$ cat src/sv/steim1_pkg.sv
// Types and constants shared by the Steim-1 block decompressor modules.
package steim1_pkg;

  localparam int WordW   = 32;
  localparam int IndexW  = 12;
  localparam int MaxDiff = 4;

  // Block word positions with a special meaning.
  localparam int HeaderWords = 16;
  localparam int X0Pos       = 17;
  localparam int XnPos       = 18;

  // Two-bit difference codes from the frame control word.
  localparam logic [1:0] CODE_NONE   = 2'd0;
  localparam logic [1:0] CODE_BYTES  = 2'd1;
  localparam logic [1:0] CODE_HALVES = 2'd2;
  localparam logic [1:0] CODE_WORD   = 2'd3;

  // Everything one decoded word hands to the output buffer.
  typedef struct packed {
    logic [2:0]                      num;
    logic [IndexW-1:0]               idx_base;
    logic [MaxDiff-1:0][WordW-1:0]   samples;
  } word_res_t;

endpackage

$ cat src/sv/steim1_decode.sv
// Word decoder: block state, control word capture and sample reconstruction.
module steim1_decode
  import steim1_pkg::*;
#(
  parameter int MAX_BLOCK_WORDS = 1024
) (
  input  logic             clk,
  input  logic             rst_n,
  input  logic             cfg_we,
  input  logic             cfg_wdata,
  input  logic             accept,
  input  logic [WordW-1:0] data_word,
  input  logic             last_word,
  input  logic             forget_previous,
  output word_res_t        res
);

  localparam int PosW = $clog2(MAX_BLOCK_WORDS + 1);

  logic              byte_swap_r;
  logic [PosW-1:0]   pos_r, pos_nxt;
  logic [WordW-1:0]  ctrl_r, ctrl_nxt;
  logic [WordW-1:0]  run_r, run_nxt;
  logic              prev_r, prev_nxt;
  logic              skip_r, skip_nxt;
  logic [WordW-1:0]  xn_r, xn_nxt;
  logic [IndexW-1:0] cnt_r, cnt_nxt;
  logic              seen_r, seen_nxt;

  logic [WordW-1:0]  w;
  logic              at_start, prev_eff, skip_eff, in_range, is_ctrl, decode_word;
  logic              load_x0;
  logic [1:0]        code;
  logic [2:0]        num;
  logic [WordW-1:0]  base;
  logic [MaxDiff-1:0][WordW-1:0] diff;
  logic [MaxDiff-1:0][WordW-1:0] samples;
  logic [WordW-1:0]  run_dec, xn_dec;
  logic              prev_dec, skip_dec, seen_dec;

  always_comb begin
    w = byte_swap_r ? {data_word[7:0], data_word[15:8], data_word[23:16], data_word[31:24]}
                    : data_word;

    // Forget only counts on the first word of a block.
    at_start = (pos_r == '0);
    prev_eff = at_start ? (prev_r & ~forget_previous) : prev_r;
    skip_eff = at_start ? ~prev_eff : skip_r;

    in_range    = (pos_r >= PosW'(HeaderWords)) && (pos_r < PosW'(MAX_BLOCK_WORDS));
    is_ctrl     = (pos_r[3:0] == 4'd0);
    decode_word = in_range & ~is_ctrl;

    // Code pairs run most significant first; frame offset k uses pair 15-k.
    code = ctrl_r[{~pos_r[3:0], 1'b0} +: 2];
  end

  always_comb begin
    logic [WordW-1:0] acc;
    acc  = '0;
    diff = '0;
    case (code)
      CODE_BYTES: begin
        num = 3'd4;
        for (int k = 0; k < MaxDiff; k++) begin
          diff[k] = {{(WordW-8){w[31-8*k]}}, w[31-8*k -: 8]};
        end
      end
      CODE_HALVES: begin
        num     = 3'd2;
        diff[0] = {{(WordW-16){w[31]}}, w[31:16]};
        diff[1] = {{(WordW-16){w[15]}}, w[15:0]};
      end
      CODE_WORD: begin
        num     = 3'd1;
        diff[0] = w;
      end
      default: begin
        num = 3'd0;
      end
    endcase
    if (!decode_word) begin
      num = 3'd0;
    end

    // The block's first sample is X0 itself, so its difference is dropped.
    if (skip_eff) begin
      diff[0] = '0;
    end

    load_x0 = decode_word && (pos_r == PosW'(X0Pos)) && skip_eff;
    base    = load_x0 ? w : run_r;

    for (int k = 0; k < MaxDiff; k++) begin
      acc        = acc + diff[k];
      samples[k] = base + acc;
    end

    run_dec  = (num == 3'd0) ? base : samples[2'(num - 3'd1)];
    prev_dec = prev_eff | load_x0;
    skip_dec = skip_eff & (num == 3'd0);
    xn_dec   = (decode_word && (pos_r == PosW'(XnPos))) ? w : xn_r;
    seen_dec = seen_r | (num != 3'd0);
  end

  always_comb begin
    pos_nxt  = pos_r;
    ctrl_nxt = ctrl_r;
    run_nxt  = run_r;
    prev_nxt = prev_r;
    skip_nxt = skip_r;
    xn_nxt   = xn_r;
    cnt_nxt  = cnt_r;
    seen_nxt = seen_r;
    if (accept) begin
      ctrl_nxt = (in_range && is_ctrl) ? w : ctrl_r;
      xn_nxt   = xn_dec;
      if (last_word) begin
        if (seen_dec) begin
          run_nxt  = (pos_r >= PosW'(XnPos)) ? xn_dec : run_dec;
          prev_nxt = 1'b1;
        end else begin
          run_nxt  = run_dec;
          prev_nxt = prev_dec;
        end
        pos_nxt  = '0;
        cnt_nxt  = '0;
        skip_nxt = 1'b0;
        seen_nxt = 1'b0;
      end else begin
        run_nxt  = run_dec;
        prev_nxt = prev_dec;
        skip_nxt = skip_dec;
        seen_nxt = seen_dec;
        cnt_nxt  = cnt_r + IndexW'(num);
        if (pos_r < PosW'(MAX_BLOCK_WORDS)) begin
          pos_nxt = pos_r + PosW'(1);
        end
      end
    end
  end

  always_ff @(posedge clk) begin
    if (!rst_n) begin
      byte_swap_r <= 1'b0;
      pos_r       <= '0;
      ctrl_r      <= '0;
      run_r       <= '0;
      prev_r      <= 1'b0;
      skip_r      <= 1'b0;
      xn_r        <= '0;
      cnt_r       <= '0;
      seen_r      <= 1'b0;
    end else begin
      if (cfg_we) begin
        byte_swap_r <= cfg_wdata;
      end
      pos_r  <= pos_nxt;
      ctrl_r <= ctrl_nxt;
      run_r  <= run_nxt;
      prev_r <= prev_nxt;
      skip_r <= skip_nxt;
      xn_r   <= xn_nxt;
      cnt_r  <= cnt_nxt;
      seen_r <= seen_nxt;
    end
  end

  always_comb begin
    res.num      = num;
    res.idx_base = cnt_r;
    res.samples  = samples;
  end

endmodule

$ cat src/sv/steim1_outbuf.sv
// Result buffer: one word's samples, handed out one per cycle unless stalled.
module steim1_outbuf
  import steim1_pkg::*;
(
  input  logic              clk,
  input  logic              rst_n,
  input  logic              load,
  input  word_res_t         res,
  input  logic              out_tready,
  output logic              out_tvalid,
  output logic [WordW-1:0]  sample,
  output logic [IndexW-1:0] sample_index,
  output logic              last_of_word,
  output logic              can_take
);

  logic [2:0]                    rem_r, rem_nxt;
  logic [1:0]                    rd_r, rd_nxt;
  logic [MaxDiff-1:0][WordW-1:0] samp_r;
  logic [IndexW-1:0]             base_r;
  logic                          take;

  assign out_tvalid   = (rem_r != 3'd0);
  assign take         = out_tvalid & out_tready;
  assign last_of_word = (rem_r == 3'd1);
  // A new word may land as the last buffered sample leaves.
  assign can_take     = (rem_r == 3'd0) || (last_of_word && out_tready);
  assign sample       = samp_r[rd_r];
  assign sample_index = base_r + IndexW'(rd_r);

  always_comb begin
    rem_nxt = rem_r;
    rd_nxt  = rd_r;
    if (load) begin
      rem_nxt = res.num;
      rd_nxt  = 2'd0;
    end else if (take) begin
      rem_nxt = rem_r - 3'd1;
      rd_nxt  = rd_r + 2'd1;
    end
  end

  always_ff @(posedge clk) begin
    if (!rst_n) begin
      rem_r <= 3'd0;
      rd_r  <= 2'd0;
    end else begin
      rem_r <= rem_nxt;
      rd_r  <= rd_nxt;
    end
  end

  always_ff @(posedge clk) begin
    if (load) begin
      samp_r <= res.samples;
      base_r <= res.idx_base;
    end
  end

endmodule

$ cat src/sv/steim1_block_decompressor.sv
// Top level of the Steim-1 block decompressor.
//
//   Channel   Direction  Transfer when          Payload
//   in_*      input      in_tvalid & in_tready  tdata data_word, tlast last_word,
//                                               tuser forget_previous
//   out_*     output     out_tvalid&out_tready  tdata sample, sample_index;
//                                               tlast last_of_word
//   cfg_*     input      cfg_we                 cfg_wdata byte_swap
//
// A word is decoded in the cycle of its input transfer, and its zero to four samples
// are registered in the result buffer: four for a byte-difference word, none for
// header, control and zero-code words. Samples leave one per cycle while out_tready
// is high, and the result buffer's drain rate sets how fast words are taken.
// Reset (rst_n low at a clock edge) clears the block position, the held sample and
// the buffer. A stalled output holds its sample; input is taken again as the last
// buffered sample of the word transfers.
module steim1_block_decompressor
  import steim1_pkg::*;
#(
  parameter int MAX_BLOCK_WORDS = 1024
) (
  input  logic        clk,
  input  logic        rst_n,
  // Configuration: bit 0 of cfg_wdata is byte_swap.
  input  logic        cfg_we,
  input  logic        cfg_wdata,
  // Input words.
  input  logic        in_tvalid,
  output logic        in_tready,
  input  logic [31:0] in_tdata,   // [31:0] data_word
  input  logic        in_tlast,   // last_word
  input  logic        in_tuser,   // [0] forget_previous
  // Decoded samples.
  output logic        out_tvalid,
  input  logic        out_tready,
  output logic [47:0] out_tdata,  // [31:0] sample, [43:32] sample_index, [47:44] zero
  output logic        out_tlast   // last_of_word
);

  word_res_t         res;
  logic              in_accept;
  logic [WordW-1:0]  sample;
  logic [IndexW-1:0] sample_index;

  // An input word is consumed at every input transfer.
  assign in_accept = in_tvalid & in_tready;

  // The decoder keeps all block state and turns one word into its samples.
  steim1_decode #(
    .MAX_BLOCK_WORDS(MAX_BLOCK_WORDS)
  ) u_decode (
    .clk            (clk),
    .rst_n          (rst_n),
    .cfg_we         (cfg_we),
    .cfg_wdata      (cfg_wdata),
    .accept         (in_accept),
    .data_word      (in_tdata),
    .last_word      (in_tlast),
    .forget_previous(in_tuser),
    .res            (res)
  );

  // The buffer separates the two sides and serializes samples onto the output.
  steim1_outbuf u_outbuf (
    .clk         (clk),
    .rst_n       (rst_n),
    .load        (in_accept),
    .res         (res),
    .out_tready  (out_tready),
    .out_tvalid  (out_tvalid),
    .sample      (sample),
    .sample_index(sample_index),
    .last_of_word(out_tlast),
    .can_take    (in_tready)
  );

  // The output word is padded to whole bytes with zeros.
  assign out_tdata = {4'b0000, sample_index, sample};

endmodule

$ cat config.mk
export PLATFORM = sky130hd
export DESIGN_NAME = steim1_block_decompressor
export DESIGN_NICKNAME = d
export VERILOG_FILES = /design/src/sv/steim1_pkg.sv /design/src/sv/steim1_decode.sv /design/src/sv/steim1_outbuf.sv /design/src/sv/steim1_block_decompressor.sv
export SDC_FILE = /design/constraint.sdc
export NUM_CORES = 1
export LEC_CHECK = 0
export BUFFER_PORTS_ARGS = -buffer_cell sky130_fd_sc_hd__buf_2
export CAP_MARGIN = 25
export CORE_MARGIN = 2
export CORE_UTILIZATION = 58
export CTS_CLUSTER_DIAMETER = 120
export CTS_CLUSTER_SIZE = 8
export DETAILED_ROUTE_END_ITERATION = 8
export PLACE_DENSITY = 0.78
export SKIP_CTS_REPAIR_TIMING = 1
export SYNTH_ARGS = -nofsm -noshare
export SYNTH_HDL_FRONTEND = slang
export SYNTH_SLANG_ARGS = --single-unit
$ cat constraint.sdc
create_clock -name clk -period 10.3 [get_ports clk]
set_clock_uncertainty 0.2 [all_clocks]
set_input_delay 1.545 -clock clk [delete_from_list [all_inputs] [get_ports clk]]
set_output_delay 1.545 -clock clk [all_outputs]
set_load 0.01 [all_outputs]
==> summary by stage, run 1 <==
Worst setup path
STA puts the critical path data required time at about 11 ns. The worst-path cell with the longest stage delay is sky130_fd_sc_hd__or4_1. Among the stages of the critical path, the cell type that occurs most often is sky130_fd_sc_hd__a21oi_1. Data arrives at the worst endpoint at 9.87 ns.

The worst setup path is of the reg -> reg kind. The top fanout value on the critical path is 10. In this design, the stage delay of the slowest critical-path cell is 0.55 ns. The category of the worst setup path capture point is a flop. The worst setup path is launched from a flop.

Clock network
The deepest clock path buffer count is 3. In this run, CTS created clock tree buffers numbering 39. The H-tree generated during clock tree synthesis spans 2 levels.

Clock-pin slew was measured on the worst setup and hold paths at around 0.05 ns. The CTS tree is yes. CTS saw between 200 and 300 sinks.

The insertion delay to the later sink of the worst-skew pair is 0.58 ns. The clock tree root driver cell is sky130_fd_sc_hd__clkbuf_16.

Detailed routing
The number of iterations in the first detailed-routing pass is 8. The DRC violation count after routing is 0. The routed layout has 21836 vias. The number of DRC markers after the initial detailed-route iteration is ~2200.

Using the TritonRoute via totals, the vias-per-cell ratio works out to 6.56. The detail route stage leaves a number of antenna-violating nets equal to 0. The final layout contains routed wiring with a total length of 83000 microns. After detailed routing, the average wire length per cell comes to around 25 microns.

Global routing
The pin count of the biggest net entering global routing is 93. The via count of the first global-routing pass came to 20711. In the global route stage, overall resource usage came out at 0.386. The first global-routing pass estimated 123000 microns of wire. The total overflow reported by the global router is 0. The number of antenna violations at the first check in global routing is 1.

Die
The total area inside the core boundary comes to ~41000 sq um. During I/O placement, the number of pins put on the boundary was 91. The floorplan step defined a die boundary enclosing 42600 sq um. The total number of placement rows is 74. The initial cell density of the core is 0.585. From left edge to right edge, the die measures ~210 microns. Measured along the y axis, the die boundary spans slightly above 200 microns.

Synth
The flip-flop and latch count after synthesis is 268. The number of warnings printed during yosys synthesis is 0. Counting distinct cell types in the post-synthesis netlist gives 92. Yosys mapped a number of flops with a built-in enable equal to 140. The combined area of all synthesized cells is 23800 sq um. The dominant synthesized flop cell is sky130_fd_sc_hd__edfxtp_1. The number of standard cells after synthesis is 2678. The sequential area share after synthesis is 0.285.

The proportion of synthesized flip-flops having asynchronous set or reset is 0. The synthesized area per cell is 8.87 sq um.

Run
Max-cap violations in this run came to 0.

Power
The power per standard cell area is 147 nW/um^2. The analysis attributes to cell leakage a power of 11.7 nW. The power consumption is 3.88 mW. The worst-case IR drop observed on VDD is 0.174 mV.

Placed design
Input and output buffers added on the ports amount to 86. The half-perimeter wire length after placement is between 60000 and 70000 microns. The congestion estimate from routability-driven global placement came to 0.982.

The number of cells in the design after placement is 3262.

Layout
The filler cells instantiated in the layout total 3375. After the flow finishes, the layout carries non-filler instances totaling between 3000 and 4000. The area growth from synthesis to layout is 10.8%.

In the layout the commonest cells are sky130_fd_sc_hd__a21oi_1 (240), sky130_fd_sc_hd__nor2_1 (225), sky130_fd_sc_hd__nand2_1 (217), sky130_fd_sc_hd__ha_1 (202), sky130_fd_sc_hd__inv_1 (165). Leaving out fill and tap cells, the most frequent cell in the layout is sky130_fd_sc_hd__a21oi_1. The net count reported at finish is 3057. In the final layout, the share of cells above drive strength 1 is 0.133. The number of diodes is 0.

Worst hold path
The worst hold path class is reg -> reg.

Timing
The period utilization is 0.933. The clock period minus worst slack is ~9.6 ns. The final-report setup violation count is 0.

The maximum frequency from static timing analysis is 104 MHz. The transition time of the tightest slew-check pin is 1.05 ns. The relative slew slack is 0.280. The max-slew violation total from the final report is 0. The number of hold violations in the final report is 0.

Status
The run finished with clean final reports.
==> sequential cells by signal, summed over array words and instances, names as in the netlist, 3 cells and up <==
name	flops
u_outbuf.base_r	12
u_outbuf.samp_r	128
u_decode.run_r	32
u_decode.xn_r	32
u_decode.cnt_r	12
u_outbuf.rem_r	3
u_decode.ctrl_r	32
u_decode.pos_r	11
==> final timing paths <==
check | depth (start not counted) | slack [ns] | from | to
worst min-delay path | 2 | 0.25 | u_decode.xn_r[4]$_SDFFE_PN0P_ | u_decode.xn_r[4]$_SDFFE_PN0P_
worst max register to register | 41 | 0.69 | u_decode.pos_r[0]$_SDFFE_PN0P_ | u_decode.run_r[27]$_SDFFE_PN0P_
worst min register to register | 2 | 0.25 | u_decode.xn_r[4]$_SDFFE_PN0P_ | u_decode.xn_r[4]$_SDFFE_PN0P_
worst max-delay path | 41 | 0.69 | u_decode.pos_r[0]$_SDFFE_PN0P_ | u_decode.run_r[27]$_SDFFE_PN0P_
==> through the flow <==
stage | hold WS, ns | util | instance area, sq um | TNS, ns | setup slack, ns
after detailed placement | 0.240 | 0.617 | 25100 | -0.0894 | -0.0354
after global routing | 0.275 | 0.648 | 26300 | -0.0332 | -0.0190
after CTS | 0.256 | 0.645 | 26200 | -0.271 | -0.0911
after global placement | 0.237 | 0.617 | 25100 | 0 | 0.131
final | 0.253 | 0.648 | 26300 | 0 | 0.693
after floorplan | 0.225 | - | 23800 | 0 | 0.724
==> cells by family (layout without fill, tap and decap cells) <==
family / count (synthesis) / after routing / synth area share
buffers and inverters: 286 / 403 / 0.0464
XOR/XNOR: 199 / 199 / 0.0743
adder cells (fa/ha/maj): 243 / 243 / 0.140
AND/OR/NAND/NOR: 709 / 709 / 0.137
flip-flops: 268 / 268 / 0.285
AO/OA/AOI/OAI: 834 / 834 / 0.230
other: 1 / 4 / 0.000158
multiplexers: 138 / 138 / 0.0865
==> per-layer routing <==
| metal | GRT usage | up-vias | part of all wire |
|---|---|---|---|
| li1 | - | 10030 | - |
| met1 | 0.543 | 10470 | 0.43 |
| met2 | 0.588 | 1166 | 0.43 |
| met3 | 0.0752 | 170 | 0.10 |
| met4 | 0.142 | 0 | 0.037 |
| met5 | 0 | - | 0 |
==> area by class of cell <==
class	count	area, sq um	area share
sequential	268	6780	0.257
multi-input combinational	2127	16000	0.609
timing repair buffer	170	1070	0.0408
tap	532	666	0.0253
clock buffer	61	1060	0.0402
clock inverter	4	85.1	0.00323
inverter	168	636	0.0241
==> power breakdown <==
part / total (mW) / switching, mW / internal, mW
combinational: 1.14 / 0.728 / 0.415
sequential: 1.50 / 0.0804 / 1.42
clock: 1.23 / 0.521 / 0.710
==> synthesized netlist by cell type, drive strengths merged (9+ instances only) <==
| master | number | area (sq um) |
|---|---|---|
| nand2b | 24 | 150 |
| inv | 167 | 627 |
| fa | 39 | 781 |
| mux4 | 50 | 1130 |
| xnor2 | 126 | 1110 |
| and3 | 21 | 131 |
| nand3 | 44 | 220 |
| ha | 204 | 2550 |
| a22oi | 17 | 128 |
| a21o | 95 | 713 |
| nand4 | 22 | 138 |
| o211ai | 26 | 195 |
| and2 | 23 | 144 |
| a21oi | 242 | 1210 |
| nand2 | 220 | 826 |
| a211oi | 98 | 741 |
| nor2b | 30 | 188 |
| a21boi | 17 | 128 |
| dfxtp | 128 | 2560 |
| nor3 | 45 | 236 |
| edfxtp | 140 | 4200 |
| xor2 | 73 | 654 |
| mux2 | 37 | 417 |
| nor2 | 231 | 867 |
| o21ai | 147 | 747 |
| a31oi | 20 | 125 |
| or3 | 9 | 56.3 |
| a31o | 9 | 78.8 |
| buf | 26 | 128 |
| o21bai | 31 | 233 |
| o21a | 30 | 225 |
| clkbuf | 92 | 345 |
| mux2i | 51 | 514 |
==> worst max-delay path, delay by kind of cell, from the launching register on <==
family / cells / cell delay [ns]
compound gates: 18 / 3.60
xor+xnor: 3 / 0.44
fa+ha+maj: 6 / 2.23
buf+inv: 6 / 0.72
flops: 1 / 0.41
mux: 1 / 0.32
simple gates: 7 / 1.56
No activity file was read; power rests on OpenSTA's default activity.
==> run 2, diff against run 1 <==
Settings changed: MAX_ROUTING_LAYER from default to met4.
==> run 2 against run 1 <==
Against the previous run:
- the flow now finishes with violations (design-rule violations)
- hold slack lost 0.00090 ns
- via count grew 1.2%
- sequential cell count is the same
- critical path depth is the same
- count of clock-buffer cells in the layout grew 3
- global-route usage grew 1.3 points
- worst setup slack lost 0.26 ns
- cell count shrank 0.15%
- critical path type unchanged
- largest power group unchanged
- highest routed layer unchanged
==> summary by stage, run 2 (synthesis gave the netlist of run 1 again) <==
Worst setup path
STA classifies the critical path startpoint as a flop. Setup slack on the worst reg-to-reg path comes out at 0.43 ns. In this run the worst path has a maximum fanout of 11.

The worst-path cell with the longest stage delay is sky130_fd_sc_hd__or4_1. On the worst path, the slowest cell contributes a delay of 0.58 ns. Data on the critical path arrives at its endpoint at 10.15 ns.

The cell type with the highest occurrence count on the critical path is sky130_fd_sc_hd__a21oi_1. The start of the worst register-to-register path is u_decode.pos_r[0]$_SDFFE_PN0P_. The worst register-to-register path ends at u_decode.run_r[27]$_SDFFE_PN0P_. The critical setup path kind is reg -> reg. The endpoint required time on the critical path is 10.58 ns.

The logic depth of the worst register-to-register path is 41. The category of the worst setup path capture point is a flop.

Power
In this run the power spent charging and discharging nets is between 1 and 1.5 mW. The design draws 3.91 mW. The maximum ir drop on the vdd rail is roughly 0.2 mV.

The combinational share of power is 0.295. Of the total power, the share spent switching nets is 0.341. The power per standard cell area is 148 nW/um^2. The static leakage power is approximately 12 nW. The share of total power dissipated in the clock network is 0.321. Cell internal power was estimated by the tool at 2.57 mW. The sequential fraction of design power is 0.384.

Detailed routing
In the final routed layout, each cell accounts on average for 24.9 microns. The remaining number of nets flagged by the antenna check after routing is 0. The number of iterations in the first detailed-routing pass is 9. The first routing iteration left 2622 violations. Summed over all layers, the routed wires come to slightly above 80000 microns. The via count of the routed design is 22097. In the routed design, unresolved DRC markers number 5. In the routed layout, each cell is associated on average with a via count of 6.65.

Worst hold path
The hold path depth is 0. For hold timing, the worst endpoint is u_outbuf.base_r[11]$_DFFE_PP_. The worst hold path belongs to the class reg -> reg. The startpoint of the lowest-slack hold path is u_decode.cnt_r[11]$_SDFFE_PN0P_.

Timing
The smallest clock period supported by the final layout is computed as between 9 and 10 ns. The max-slew violation total from the final report is 0. The transition time of the tightest slew-check pin is between 1 and 1.5 ns. In the final timing run, aggregate negative setup slack is 0 ns. The maximum frequency from static timing analysis is 101 MHz. In the finished design, the share of the clock period the worst path needs comes to 0.958. The number of hold violations in the final report came to 0.

The relative slew slack is 0.230. Setup violations remaining at the end of the flow were counted as 0.

Layout
The register with the most flip-flops in the layout has 128 of them. The area growth from synthesis to layout is 10.7%. The largest register by flop count is u_outbuf.samp_r. The number of antenna diodes in the final layout is 0. The library cells used most frequently in the layout, excluding fill and tap cells, are sky130_fd_sc_hd__a21oi_1 (238), sky130_fd_sc_hd__nor2_1 (226), sky130_fd_sc_hd__nand2_1 (217), sky130_fd_sc_hd__ha_1 (202), sky130_fd_sc_hd__inv_1 (165). The final layout contains 3050 nets. In the final layout, the share of cells above drive strength 1 is 0.130. The most common cell after layout, fill and taps aside is sky130_fd_sc_hd__a21oi_1.

Placed design
Detailed placement ended at an HPWL of 62900 microns. Input and output buffers added on the ports amount to between 80 and 90. The last weighted congestion value of the routability-driven placer is around 1.0.

Global routing
The number of antenna violations at the first check in global routing was 0. The via count of the first global-routing pass is 20739. The wire length of the first global-routing pass is 124000 microns.

The global routing usage summed across all routing layers is 0.399. The pin count of the biggest net entering global routing is 120. Summed over all layers, the global routing overflow is 0.

Clock network
In this run the deepest clock path goes through 3 buffers. The clock tree root driver cell is sky130_fd_sc_hd__clkbuf_16. The number of buffers inserted during clock tree synthesis is 39. The later pin in the worst-skew pair is clocked with a latency of 0.58 ns. Clock-pin slew was measured on the worst setup and hold paths at 0.05 ns. The clock sink count is between 200 and 300.

The CTS tree is yes. The H-tree depth is 2.

Die
The chip height is 206 microns. The floorplan has between 70 and 80 rows. The initial utilization of the core area, before any placement, comes to 0.585.

The number of top-level design ports is 91. The die covers 42600 sq um. The horizontal die dimension is 206 microns. The core region is a little over 40000 sq um.

Status
The checks that failed: design-rule violations. The flow ran to the end, but the final reports show violations.

Run
Max-cap violations in this run came to 0.
## run 2: worst max-delay path by stage
| stage | startpoint | end | slack (ns) | cells after the start |
|---|---|---|---|---|
| floorplan | u_decode.pos_r[0]$_SDFFE_PN0P_ | u_decode.run_r[31]$_SDFFE_PN0P_ | 0.72 | 40 |
| CTS | u_decode.pos_r[0]$_SDFFE_PN0P_ | u_decode.run_r[27]$_SDFFE_PN0P_ | 0.08 | 41 |
| global placement | u_decode.pos_r[0]$_SDFFE_PN0P_ | u_decode.run_r[31]$_SDFFE_PN0P_ | 0.34 | 43 |
| global route | u_decode.pos_r[2]$_SDFFE_PN0P_ | u_decode.run_r[27]$_SDFFE_PN0P_ | -0.01 | 40 |
| detailed placement | u_decode.pos_r[0]$_SDFFE_PN0P_ | u_decode.run_r[27]$_SDFFE_PN0P_ | 0.12 | 41 |
| finish | u_decode.pos_r[0]$_SDFFE_PN0P_ | u_decode.run_r[27]$_SDFFE_PN0P_ | 0.43 | 41 |
## run 2: layer usage
layer	wire, microns	vias to the layer above	GRT usage
met4	2820	0	0.132
met5	0	-	-
li1	-	10005	-
met3	8080	178	0.0557
met2	36000	1199	0.588
met1	36000	10715	0.565
## run 2: per-stage QoR
step                hold WS, ns  utilization  worst slack [ns]  std cells  cell area, sq um
floorplan                 0.225            -             0.724       2681             23800
detailed placement        0.243        0.615             0.122       3252             25000
global route              0.281        0.647           -0.0112       3325             26300
finish                    0.252        0.647             0.434       3325             26300
global placement          0.235        0.615             0.336       3252             25000
CTS                       0.254        0.644            0.0845       3319             26200
## run 2: worst max-delay path: cells and delay by family, from the launching register on
kind	cells	cell delay (ns)
XOR/XNOR	3	0.47
adder cells (fa/ha/maj)	5	1.73
flip-flops	1	0.39
AO/OA/AOI/OAI	18	3.80
buffers and inverters	4	0.48
AND/OR/NAND/NOR	11	2.69
## run 2: final cells by class
class	count	area (sq um)
clock buffer	64	1090
clock inverter	3	70.1
fill	3444	14300
inverter	168	636
multi-input combinational	2127	16000
sequential	268	6780
tap	532	666
timing repair buffer	163	1050
## run 2: power by group through the flow
| stage | clock network, mW | logic [mW] | registers, mW |
|---|---|---|---|
| final | 1.25 | 1.15 | 1.50 |
| after global routing | 1.30 | 1.23 | 1.52 |
| after CTS | 1.27 | 1.10 | 1.50 |
| after detailed placement | 0 | 1.10 | 1.53 |
| after global placement | 0 | 1.07 | 1.51 |
| after floorplan | 0 | 0.724 | 1.52 |
